$ cat src/sv/assert_macros.svh
// Assertion helpers used by the detector RTL.
`ifndef ASSERT_MACROS_SVH
`define ASSERT_MACROS_SVH

// Same-cycle implication, disabled while reset is high.
`define ASSERT_IMPL(label, clk, rst, ante, cons) \
  label: assert property (@(posedge clk) disable iff (rst) (ante) |-> (cons)) \
    else $error("assertion failed");

// Next-cycle implication, disabled while reset is high.
`define ASSERT_NEXT(label, clk, rst, ante, cons) \
  label: assert property (@(posedge clk) disable iff (rst) (ante) |=> (cons)) \
    else $error("assertion failed");

`endif

$ cat src/sv/erpd_pkg.sv
// ---------------------------------------------------------------------------
// erpd_pkg
// Types and constants of the echo ranging presence detector.
// ---------------------------------------------------------------------------
`timescale 1ns / 1ps
`default_nettype none

package erpd_pkg;

  // Width of the echo tick counter (8 to 32).
  localparam int WIDTH_BITS = 16;
  // Comparisons run at the wider of counter and limit registers.
  localparam int LIMIT_BITS = 16;
  localparam int RUNLIM_BITS = 8;
  localparam int CMP_BITS = (WIDTH_BITS > LIMIT_BITS) ? WIDTH_BITS : LIMIT_BITS;
  localparam int PULSE_BITS = 16;
  localparam int RUN_BITS = 9;
  localparam int CFG_IDX_BITS = 2;
  localparam int CFG_DATA_BITS = 16;

  localparam logic [WIDTH_BITS-1:0] CNT_MAX = {WIDTH_BITS{1'b1}};
  localparam logic [RUN_BITS-1:0] RUN_MAX = {RUN_BITS{1'b1}};

  localparam logic [LIMIT_BITS-1:0] MIN_WIDTH_RST = LIMIT_BITS'(4);
  localparam logic [LIMIT_BITS-1:0] MAX_WIDTH_RST = LIMIT_BITS'(600);
  localparam logic [RUNLIM_BITS-1:0] MISS_LIMIT_RST = RUNLIM_BITS'(50);
  localparam logic [RUNLIM_BITS-1:0] HIT_LIMIT_RST = RUNLIM_BITS'(2);

  typedef enum logic [CFG_IDX_BITS-1:0] {
    REG_MIN_WIDTH  = 2'd0,
    REG_MAX_WIDTH  = 2'd1,
    REG_MISS_LIMIT = 2'd2,
    REG_HIT_LIMIT  = 2'd3
  } cfg_reg_t;

  typedef enum logic [1:0] {
    PH_IDLE = 2'd0,
    PH_REQ  = 2'd1,
    PH_SENT = 2'd2
  } phase_t;

endpackage

`default_nettype wire

$ cat src/sv/erpd_in_if.sv
// ---------------------------------------------------------------------------
// erpd_in_if
// Tick channel: sampled echo level and trigger request.
// ---------------------------------------------------------------------------
`timescale 1ns / 1ps
`default_nettype none

interface erpd_in_if;
  logic valid;
  logic ready;
  logic echo_level;
  logic start_request;

  modport source (output valid, output echo_level, output start_request, input ready);
  modport sink (input valid, input echo_level, input start_request, output ready);
endinterface

`default_nettype wire

$ cat src/sv/erpd_out_if.sv
// ---------------------------------------------------------------------------
// erpd_out_if
// Result channel: trigger drive, phase, latched width and presence events.
// ---------------------------------------------------------------------------
`timescale 1ns / 1ps
`default_nettype none

interface erpd_out_if;
  import erpd_pkg::*;

  logic                  valid;
  logic                  ready;
  logic                  trigger_level;
  logic [1:0]            trigger_phase;
  logic                  width_valid;
  logic [PULSE_BITS-1:0] pulse_width;
  logic                  presence_lost;
  logic                  presence_found;

  modport source (output valid, output trigger_level, output trigger_phase,
                  output width_valid, output pulse_width, output presence_lost,
                  output presence_found, input ready);
  modport sink (input valid, input trigger_level, input trigger_phase,
                input width_valid, input pulse_width, input presence_lost,
                input presence_found, output ready);
endinterface

`default_nettype wire

$ cat src/sv/echo_ranging_presence_detector.sv
// ---------------------------------------------------------------------------
// echo_ranging_presence_detector
// Trigger pulse generation, echo width measurement and hit/miss run tracking.
// ---------------------------------------------------------------------------
// Channel  | Dir | Handshake     | Payload
// in_ch    | in  | valid/ready   | echo_level, start_request
// out_ch   | out | valid/ready   | trigger_level, trigger_phase, width_valid,
//          |     |               | pulse_width, presence_lost, presence_found
// cfg      | in  | cfg_we        | cfg_index, cfg_data
//
// One tick per cycle while in_ch.ready is high; each result appears in the cycle after its transaction.
// The state update is three saturating increments, two width compares and two run
// limit compares between the state registers and the result register.
// in_ch.ready is high whenever the result register is empty or being taken.
// Synchronous active-high reset; no clearing pass.
`timescale 1ns / 1ps
`default_nettype none
`include "assert_macros.svh"

module echo_ranging_presence_detector (
  input  wire                                 clk,
  input  wire                                 rst,
  erpd_in_if.sink                             in_ch,
  erpd_out_if.source                          out_ch,
  input  wire                                 cfg_we,
  input  wire [erpd_pkg::CFG_IDX_BITS-1:0]    cfg_index,
  input  wire [erpd_pkg::CFG_DATA_BITS-1:0]   cfg_data
);
  import erpd_pkg::*;

  // Configuration registers
  logic [LIMIT_BITS-1:0]  min_width;
  logic [LIMIT_BITS-1:0]  max_width;
  logic [RUNLIM_BITS-1:0] miss_limit;
  logic [RUNLIM_BITS-1:0] hit_limit;

  // Tick state
  phase_t                 phase, phase_next;
  logic [WIDTH_BITS-1:0]  high_ticks, high_ticks_next;
  logic [WIDTH_BITS-1:0]  latched_width, latched_width_next;
  logic                   prev_echo;
  logic [RUN_BITS-1:0]    miss_run, miss_run_next;
  logic [RUN_BITS-1:0]    hit_run, hit_run_next;

  // Result register
  logic                   out_valid;
  logic                   trig_next, valid_next, lost_next, found_next;

  logic                   accept;
  logic                   fall;
  logic                   is_hit;
  logic [CMP_BITS-1:0]    ticks_ext;
  logic [CMP_BITS-1:0]    lw_ext;
  logic [RUN_BITS-1:0]    miss_inc, hit_inc;

  assign in_ch.ready = !out_valid || out_ch.ready;
  assign accept      = in_ch.valid && in_ch.ready;
  assign fall        = !in_ch.echo_level && prev_echo;

  always_ff @(posedge clk) begin
    if (rst) begin
      min_width  <= MIN_WIDTH_RST;
      max_width  <= MAX_WIDTH_RST;
      miss_limit <= MISS_LIMIT_RST;
      hit_limit  <= HIT_LIMIT_RST;
    end else if (cfg_we) begin
      unique case (cfg_reg_t'(cfg_index))
        REG_MIN_WIDTH:  min_width  <= cfg_data[LIMIT_BITS-1:0];
        REG_MAX_WIDTH:  max_width  <= cfg_data[LIMIT_BITS-1:0];
        REG_MISS_LIMIT: miss_limit <= cfg_data[RUNLIM_BITS-1:0];
        REG_HIT_LIMIT:  hit_limit  <= cfg_data[RUNLIM_BITS-1:0];
        default: ;
      endcase
    end
  end

  // Trigger phase: one-tick pulse on the request tick, then wait for the falling echo edge.
  always_comb begin
    phase_next = phase;
    if (in_ch.start_request || phase == PH_REQ) begin
      phase_next = PH_SENT;
    end
    if (fall) begin
      phase_next = PH_IDLE;
    end
  end

  always_comb begin
    trig_next = in_ch.start_request || (phase == PH_REQ);
  end

  // Echo width and run tracking
  always_comb begin
    ticks_ext          = CMP_BITS'(high_ticks);
    is_hit             = (ticks_ext > CMP_BITS'(min_width)) &&
                         (ticks_ext < CMP_BITS'(max_width));
    miss_inc           = (miss_run != RUN_MAX) ? miss_run + 1'b1 : miss_run;
    hit_inc            = (hit_run != RUN_MAX) ? hit_run + 1'b1 : hit_run;
    high_ticks_next    = high_ticks;
    latched_width_next = latched_width;
    miss_run_next      = miss_run;
    hit_run_next       = hit_run;
    valid_next         = 1'b0;
    lost_next          = 1'b0;
    found_next         = 1'b0;
    if (in_ch.echo_level) begin
      if (high_ticks != CNT_MAX) begin
        high_ticks_next = high_ticks + 1'b1;
      end
    end else if (prev_echo) begin
      latched_width_next = high_ticks;
      high_ticks_next    = '0;
      valid_next         = 1'b1;
      if (is_hit) begin
        miss_run_next = '0;
        hit_run_next  = hit_inc;
      end else begin
        hit_run_next  = '0;
        miss_run_next = miss_inc;
      end
      if (miss_run_next > RUN_BITS'(miss_limit)) begin
        lost_next     = 1'b1;
        miss_run_next = '0;
      end
      if (hit_run_next > RUN_BITS'(hit_limit)) begin
        found_next   = 1'b1;
        hit_run_next = '0;
      end
    end
  end

  always_ff @(posedge clk) begin
    if (rst) begin
      phase         <= PH_IDLE;
      high_ticks    <= '0;
      latched_width <= '0;
      prev_echo     <= 1'b0;
      miss_run      <= '0;
      hit_run       <= '0;
      out_valid     <= 1'b0;
    end else begin
      if (accept) begin
        phase         <= phase_next;
        high_ticks    <= high_ticks_next;
        latched_width <= latched_width_next;
        prev_echo     <= in_ch.echo_level;
        miss_run      <= miss_run_next;
        hit_run       <= hit_run_next;
        out_valid     <= 1'b1;
      end else if (out_ch.ready) begin
        out_valid <= 1'b0;
      end
    end
  end

  // Result payload, loaded on each transaction
  always_ff @(posedge clk) begin
    if (accept) begin
      out_ch.trigger_level  <= trig_next;
      out_ch.trigger_phase  <= phase_next;
      out_ch.width_valid    <= valid_next;
      out_ch.pulse_width    <= lw_ext[PULSE_BITS-1:0];
      out_ch.presence_lost  <= lost_next;
      out_ch.presence_found <= found_next;
    end
  end

  assign lw_ext       = CMP_BITS'(latched_width_next);
  assign out_ch.valid = out_valid;

  `ASSERT_IMPL(a_event_on_edge, clk, rst,
               out_valid && (out_ch.presence_lost || out_ch.presence_found),
               out_ch.width_valid)
  `ASSERT_IMPL(a_runs_exclusive, clk, rst, 1'b1, (hit_run == '0) || (miss_run == '0))
  `ASSERT_NEXT(a_fall_idles, clk, rst, accept && fall, phase == PH_IDLE)
  `ASSERT_NEXT(a_result_held, clk, rst, accept, out_valid)

endmodule

`default_nettype wire
$ cat src/flat_wrapper.sv
// flat-port wrapper written by rule: the top's interface ports become plain ports
module echo_ranging_presence_detector_flat import erpd_pkg::*;
  (clk, rst, cfg_we, cfg_index, cfg_data, in_ch_valid, in_ch_echo_level, in_ch_start_request, in_ch_ready, out_ch_valid, out_ch_trigger_level, out_ch_trigger_phase, out_ch_width_valid, out_ch_pulse_width, out_ch_presence_lost, out_ch_presence_found, out_ch_ready);
  erpd_in_if in_ch_i ();
  erpd_out_if out_ch_i ();
  input  wire clk;
  input  wire rst;
  input  wire cfg_we;
  input  wire [erpd_pkg::CFG_IDX_BITS-1:0] cfg_index;
  input  wire [erpd_pkg::CFG_DATA_BITS-1:0] cfg_data;
  input wire logic [$bits(in_ch_i.valid)-1:0] in_ch_valid;
  input wire logic [$bits(in_ch_i.echo_level)-1:0] in_ch_echo_level;
  input wire logic [$bits(in_ch_i.start_request)-1:0] in_ch_start_request;
  output wire logic [$bits(in_ch_i.ready)-1:0] in_ch_ready;
  output wire logic [$bits(out_ch_i.valid)-1:0] out_ch_valid;
  output wire logic [$bits(out_ch_i.trigger_level)-1:0] out_ch_trigger_level;
  output wire logic [$bits(out_ch_i.trigger_phase)-1:0] out_ch_trigger_phase;
  output wire logic [$bits(out_ch_i.width_valid)-1:0] out_ch_width_valid;
  output wire logic [$bits(out_ch_i.pulse_width)-1:0] out_ch_pulse_width;
  output wire logic [$bits(out_ch_i.presence_lost)-1:0] out_ch_presence_lost;
  output wire logic [$bits(out_ch_i.presence_found)-1:0] out_ch_presence_found;
  input wire logic [$bits(out_ch_i.ready)-1:0] out_ch_ready;
  assign in_ch_i.valid = in_ch_valid;
  assign in_ch_i.echo_level = in_ch_echo_level;
  assign in_ch_i.start_request = in_ch_start_request;
  assign in_ch_ready = in_ch_i.ready;
  assign out_ch_valid = out_ch_i.valid;
  assign out_ch_trigger_level = out_ch_i.trigger_level;
  assign out_ch_trigger_phase = out_ch_i.trigger_phase;
  assign out_ch_width_valid = out_ch_i.width_valid;
  assign out_ch_pulse_width = out_ch_i.pulse_width;
  assign out_ch_presence_lost = out_ch_i.presence_lost;
  assign out_ch_presence_found = out_ch_i.presence_found;
  assign out_ch_i.ready = out_ch_ready;
  echo_ranging_presence_detector u_core (.clk(clk), .rst(rst), .in_ch(in_ch_i), .out_ch(out_ch_i), .cfg_we(cfg_we), .cfg_index(cfg_index), .cfg_data(cfg_data));
endmodule
$ cat config.mk
export PLATFORM = sky130hd
export DESIGN_NAME = echo_ranging_presence_detector_flat
export DESIGN_NICKNAME = d
export VERILOG_FILES = /design/src/sv/erpd_pkg.sv /design/src/sv/erpd_in_if.sv /design/src/sv/erpd_out_if.sv /design/src/sv/echo_ranging_presence_detector.sv /design/src/flat_wrapper.sv
export VERILOG_INCLUDE_DIRS = /design/src /design/src/sv
export SDC_FILE = /design/constraint.sdc
export NUM_CORES = 1
export LEC_CHECK = 0
export BUFFER_PORTS_ARGS = -buffer_cell sky130_fd_sc_hd__buf_2
export CAP_MARGIN = 10
export CORE_ASPECT_RATIO = 1.5
export CORE_MARGIN = 4
export CORE_UTILIZATION = 25
export DETAILED_ROUTE_END_ITERATION = 8
export GPL_ROUTABILITY_DRIVEN = 0
export SETUP_SLACK_MARGIN = 0.4
export SYNTH_ARGS = -nofsm -noshare
export SYNTH_HDL_FRONTEND = slang
export SYNTH_SLANG_ARGS = --single-unit
$ cat constraint.sdc
create_clock -name clk -period 9.3 [get_ports clk]
set_input_delay 0.93 -clock clk [delete_from_list [all_inputs] [get_ports clk]]
set_output_delay 0.93 -clock clk [all_outputs]
set_load 0.01 [all_outputs]
==> flow_summary.toml <==
[status]
outcome = "finished, final reports clean"

[timing]
rsz0062_at_grt = "no"
fin_ws_ns = 4.80
min_period_ns = 4.50
tightest_slew_ns = 1.15
worst_clock_skew_ns = 0.00910
fin_setup_tns_ns = 0
final_hold_viol_count = 0
slew_headroom = 0.233
fmax_ghz = 0.222
drv_slew = 0
setup_violations = 0
fin_crit_sh = 0.484

[final_layout]
postLayoutCoreUtil = 0.298
drive_gt1_frac = 0.122
area_growth_pct = 17.8
fillerInstances = 2665
final_net_count = 868
regArea_um2 = 2700
final_area_um2 = 7440
multi_input_area_um2 = 3250

[setup_path]
worstSetupPathType = "reg2reg"
startpoint_type = "flip-flop"
required_ns = 9.66
crit_fanout = 14
arrival_ns = 4.87
end_kind = "flip-flop"

[global_route]
overflow = 0
grt_pass1_vias = 5070
grt_start_max_net_pins = 73
grt_use_total = 0.114
antenna_found_initial = 2
grt_pass1_wl_um = 25300

[hold_path]
holdCritPathClass = "reg2reg"

[clock_network]
cts_tree = "done"
cts_buffer_depth = 2
clock_sinks = 124
clock-root-buffer = "clkbuf_16"
worstSkewPairLatency_ns = 0.43
numCtsBuffers = 17
clk_pin_slew_ns = 0.06
postCtsHoldBufs = 0
cts_setup_buffers = 0
cts_resized = 0
h-tree-depth = 4

[yosys]
async_reset_ff_frac = 0
avgSynthCellArea_um2 = 8.37
seq_area_frac_synth = 0.428
synth_top_area_frac = 0.323
synth_compound_area_frac = 0.141
synth_ff_type = "dfxtp_1"
yosysTopAreaCell = "dfxtp_1"
synth_top_family_by_area = "simple AND/OR/NAND/NOR gates"
synthAdderAreaFrac = 0.0990
netlist_area_um2 = 6320
yosys.area_share.xor_xnor = 0.0291
synth.area.top_cells = "dfxtp_1 (32%), nand2_1 (11%), edfxtp_1 (10%)"
yosysUniqueCellTypes = 61
synth_nets = 830
syn_inst = 755
yosys.area_share.simple = 0.232
ys_top_cells_by_count = "nand2_1 (186), dfxtp_1 (102), a21oi_1 (72), inv_1 (57), ha_1 (50)"
synth_seq_cells = 124
muxShareOfSynthArea = 0.0129
yosysMostFrequentCell = "nand2_1"
ys.warnings.count = 0
synth_edf_count = 22

[floorplan]
floorplan.rows = 71
dieArea_um2 = 27900
die_w_um = 138
die_h_um = 203
core_um2 = 25000
pin_count = 49
initial_core_util = 0.253

[power]
ir_drop_mv = 0.110
p_leak_nw = 3.04
comb_power_share = 0.059
p_per_area_nw_per_um2 = 176
p_int_uw = 984
pwr-share-clk = 0.510
switchingPower_uw = 329
swShare = 0.251
seq_power_share = 0.431

[place]
place_area_um2 = 6850
place_ws_ns = 4.84
hpwl_um = 11100
portBuffers = 48

[detailed_routing]
drcViolationCount = 0
post_drt_wl_per_cell_um = 13.4
viasPerCell = 4.54
drt_iter0_drc = 410
first_pass_iters = 4
ant_nets = 0
drt-total-wl_um = 15300
vias = 5157

[flow_run]
cap_violations = 0
[critical path, cell delays in order (launching register included)]
cell and delay (ns):
dfxtp_1 0.51, ha_1 0.30, a21o_1 0.18, a221oi_1 0.27, o21ai_1 0.14, a2111oi_4 0.66, and2_4 0.34, a21oi_1 0.06
ha_1 0.31, nand4_1 0.13, or3_1 0.36, o221a_2 0.14, or4b_4 0.55, a2111oi_4 0.34, a221o_1 0.15
[layout by cell type, fill, tap and decap left out, drive strengths merged, types with 3 or more instances in the layout]
cell	count
clkbuf	17
ha	50
o21ai	22
clkinv	7
o32ai	3
a211o	3
nor2	45
a21o	4
a31oi	3
o31ai	3
buf	51
inv	62
mux2i	7
o21a	4
a2111oi	3
nor2b	3
and4	4
xnor2	4
a211oi	3
a41o	3
nor3	4
dfxtp	102
a21oi	72
a41oi	3
nand2	187
nand2b	7
and3	11
and2	6
xor2	17
or3	3
nand3b	7
edfxtp	22
nand3	24
nand4	15
[per-layer routing]
| layer | up-vias | wire, µm | GRT usage |
|---|---|---|---|
| met4 | 2 | 331 | 0.0491 |
| met3 | 19 | 709 | 0.0315 |
| met1 | 2398 | 6470 | 0.129 |
| met5 | - | 20 | 0 |
| met2 | 77 | 7720 | 0.197 |
| li1 | 2661 | - | - |
[kinds of logic after synthesis]
kind of cell / after synthesis
compound gates: 140
xor+xnor: 21
fa+ha+maj: 50
buf+inv: 90
flops: 124
mux: 8
simple gates: 322
[area by class of cell]
| cell class | instances | share of cell area |
|---|---|---|
| Sequential cell | 124 | 0.363 |
| Timing Repair Buffer | 51 | 0.0353 |
| Clock inverter | 15 | 0.0220 |
| Antenna cell | 2 | 0.000673 |
| Multi-Input combinational cell | 541 | 0.437 |
| Inverter | 58 | 0.0296 |
| Clock buffer | 17 | 0.0572 |
| Tap cell | 328 | 0.0552 |
[path summary, 6_finish.rpt]
path	from	endpoint	slack (ns)	depth (start not counted)
worst max-delay path	u_core.high_ticks[6]	u_core.miss_run[2]	4.80	14
worst min-delay path	u_core.hit_limit[6]	u_core.hit_limit[6]	0.45	2
worst max register to register	u_core.high_ticks[6]	u_core.miss_run[2]	4.80	14
worst min register to register	u_core.hit_limit[6]	u_core.hit_limit[6]	0.45	2
[sequential cells by signal, indices dropped and copies added, names as in the netlist]
name / flops
u_core.miss_limit: 8
u_core.prev_echo: 1
u_core.out_ch.presence_lost: 1
u_core.out_ch.pulse_width: 16
u_core.max_width: 16
u_core.min_width: 16
u_core.high_ticks: 16
u_core.out_ch.valid: 1
u_core.out_ch.presence_found: 1
u_core.hit_run: 9
u_core.out_ch.trigger_level: 1
u_core.latched_width: 16
u_core.out_ch.trigger_phase: 2
u_core.hit_limit: 8
u_core.phase: 2
u_core.out_ch.width_valid: 1
u_core.miss_run: 9
[power by group through the flow]
stage / Combinational [mW] / Sequential (mW) / Clock [mW]
after detailed placement: 0.0790 / 0.578 / 0
after global placement: 0.0780 / 0.577 / 0
after floorplan: 0.0486 / 0.579 / 0
final: 0.0777 / 0.566 / 0.669
after CTS: 0.0796 / 0.566 / 0.683
after global routing: 0.0880 / 0.567 / 0.707
[through the flow]
stage	hold WS (ns)	std cells	total power, mW
after floorplan	0.436	755	0.628
after global placement	0.442	1102	0.656
after detailed placement	0.447	1102	0.657
after CTS	0.455	1134	1.33
after global routing	0.476	1134	1.36
final	0.451	1136	1.31
Note: power is estimated with default switching activity, not from simulation.
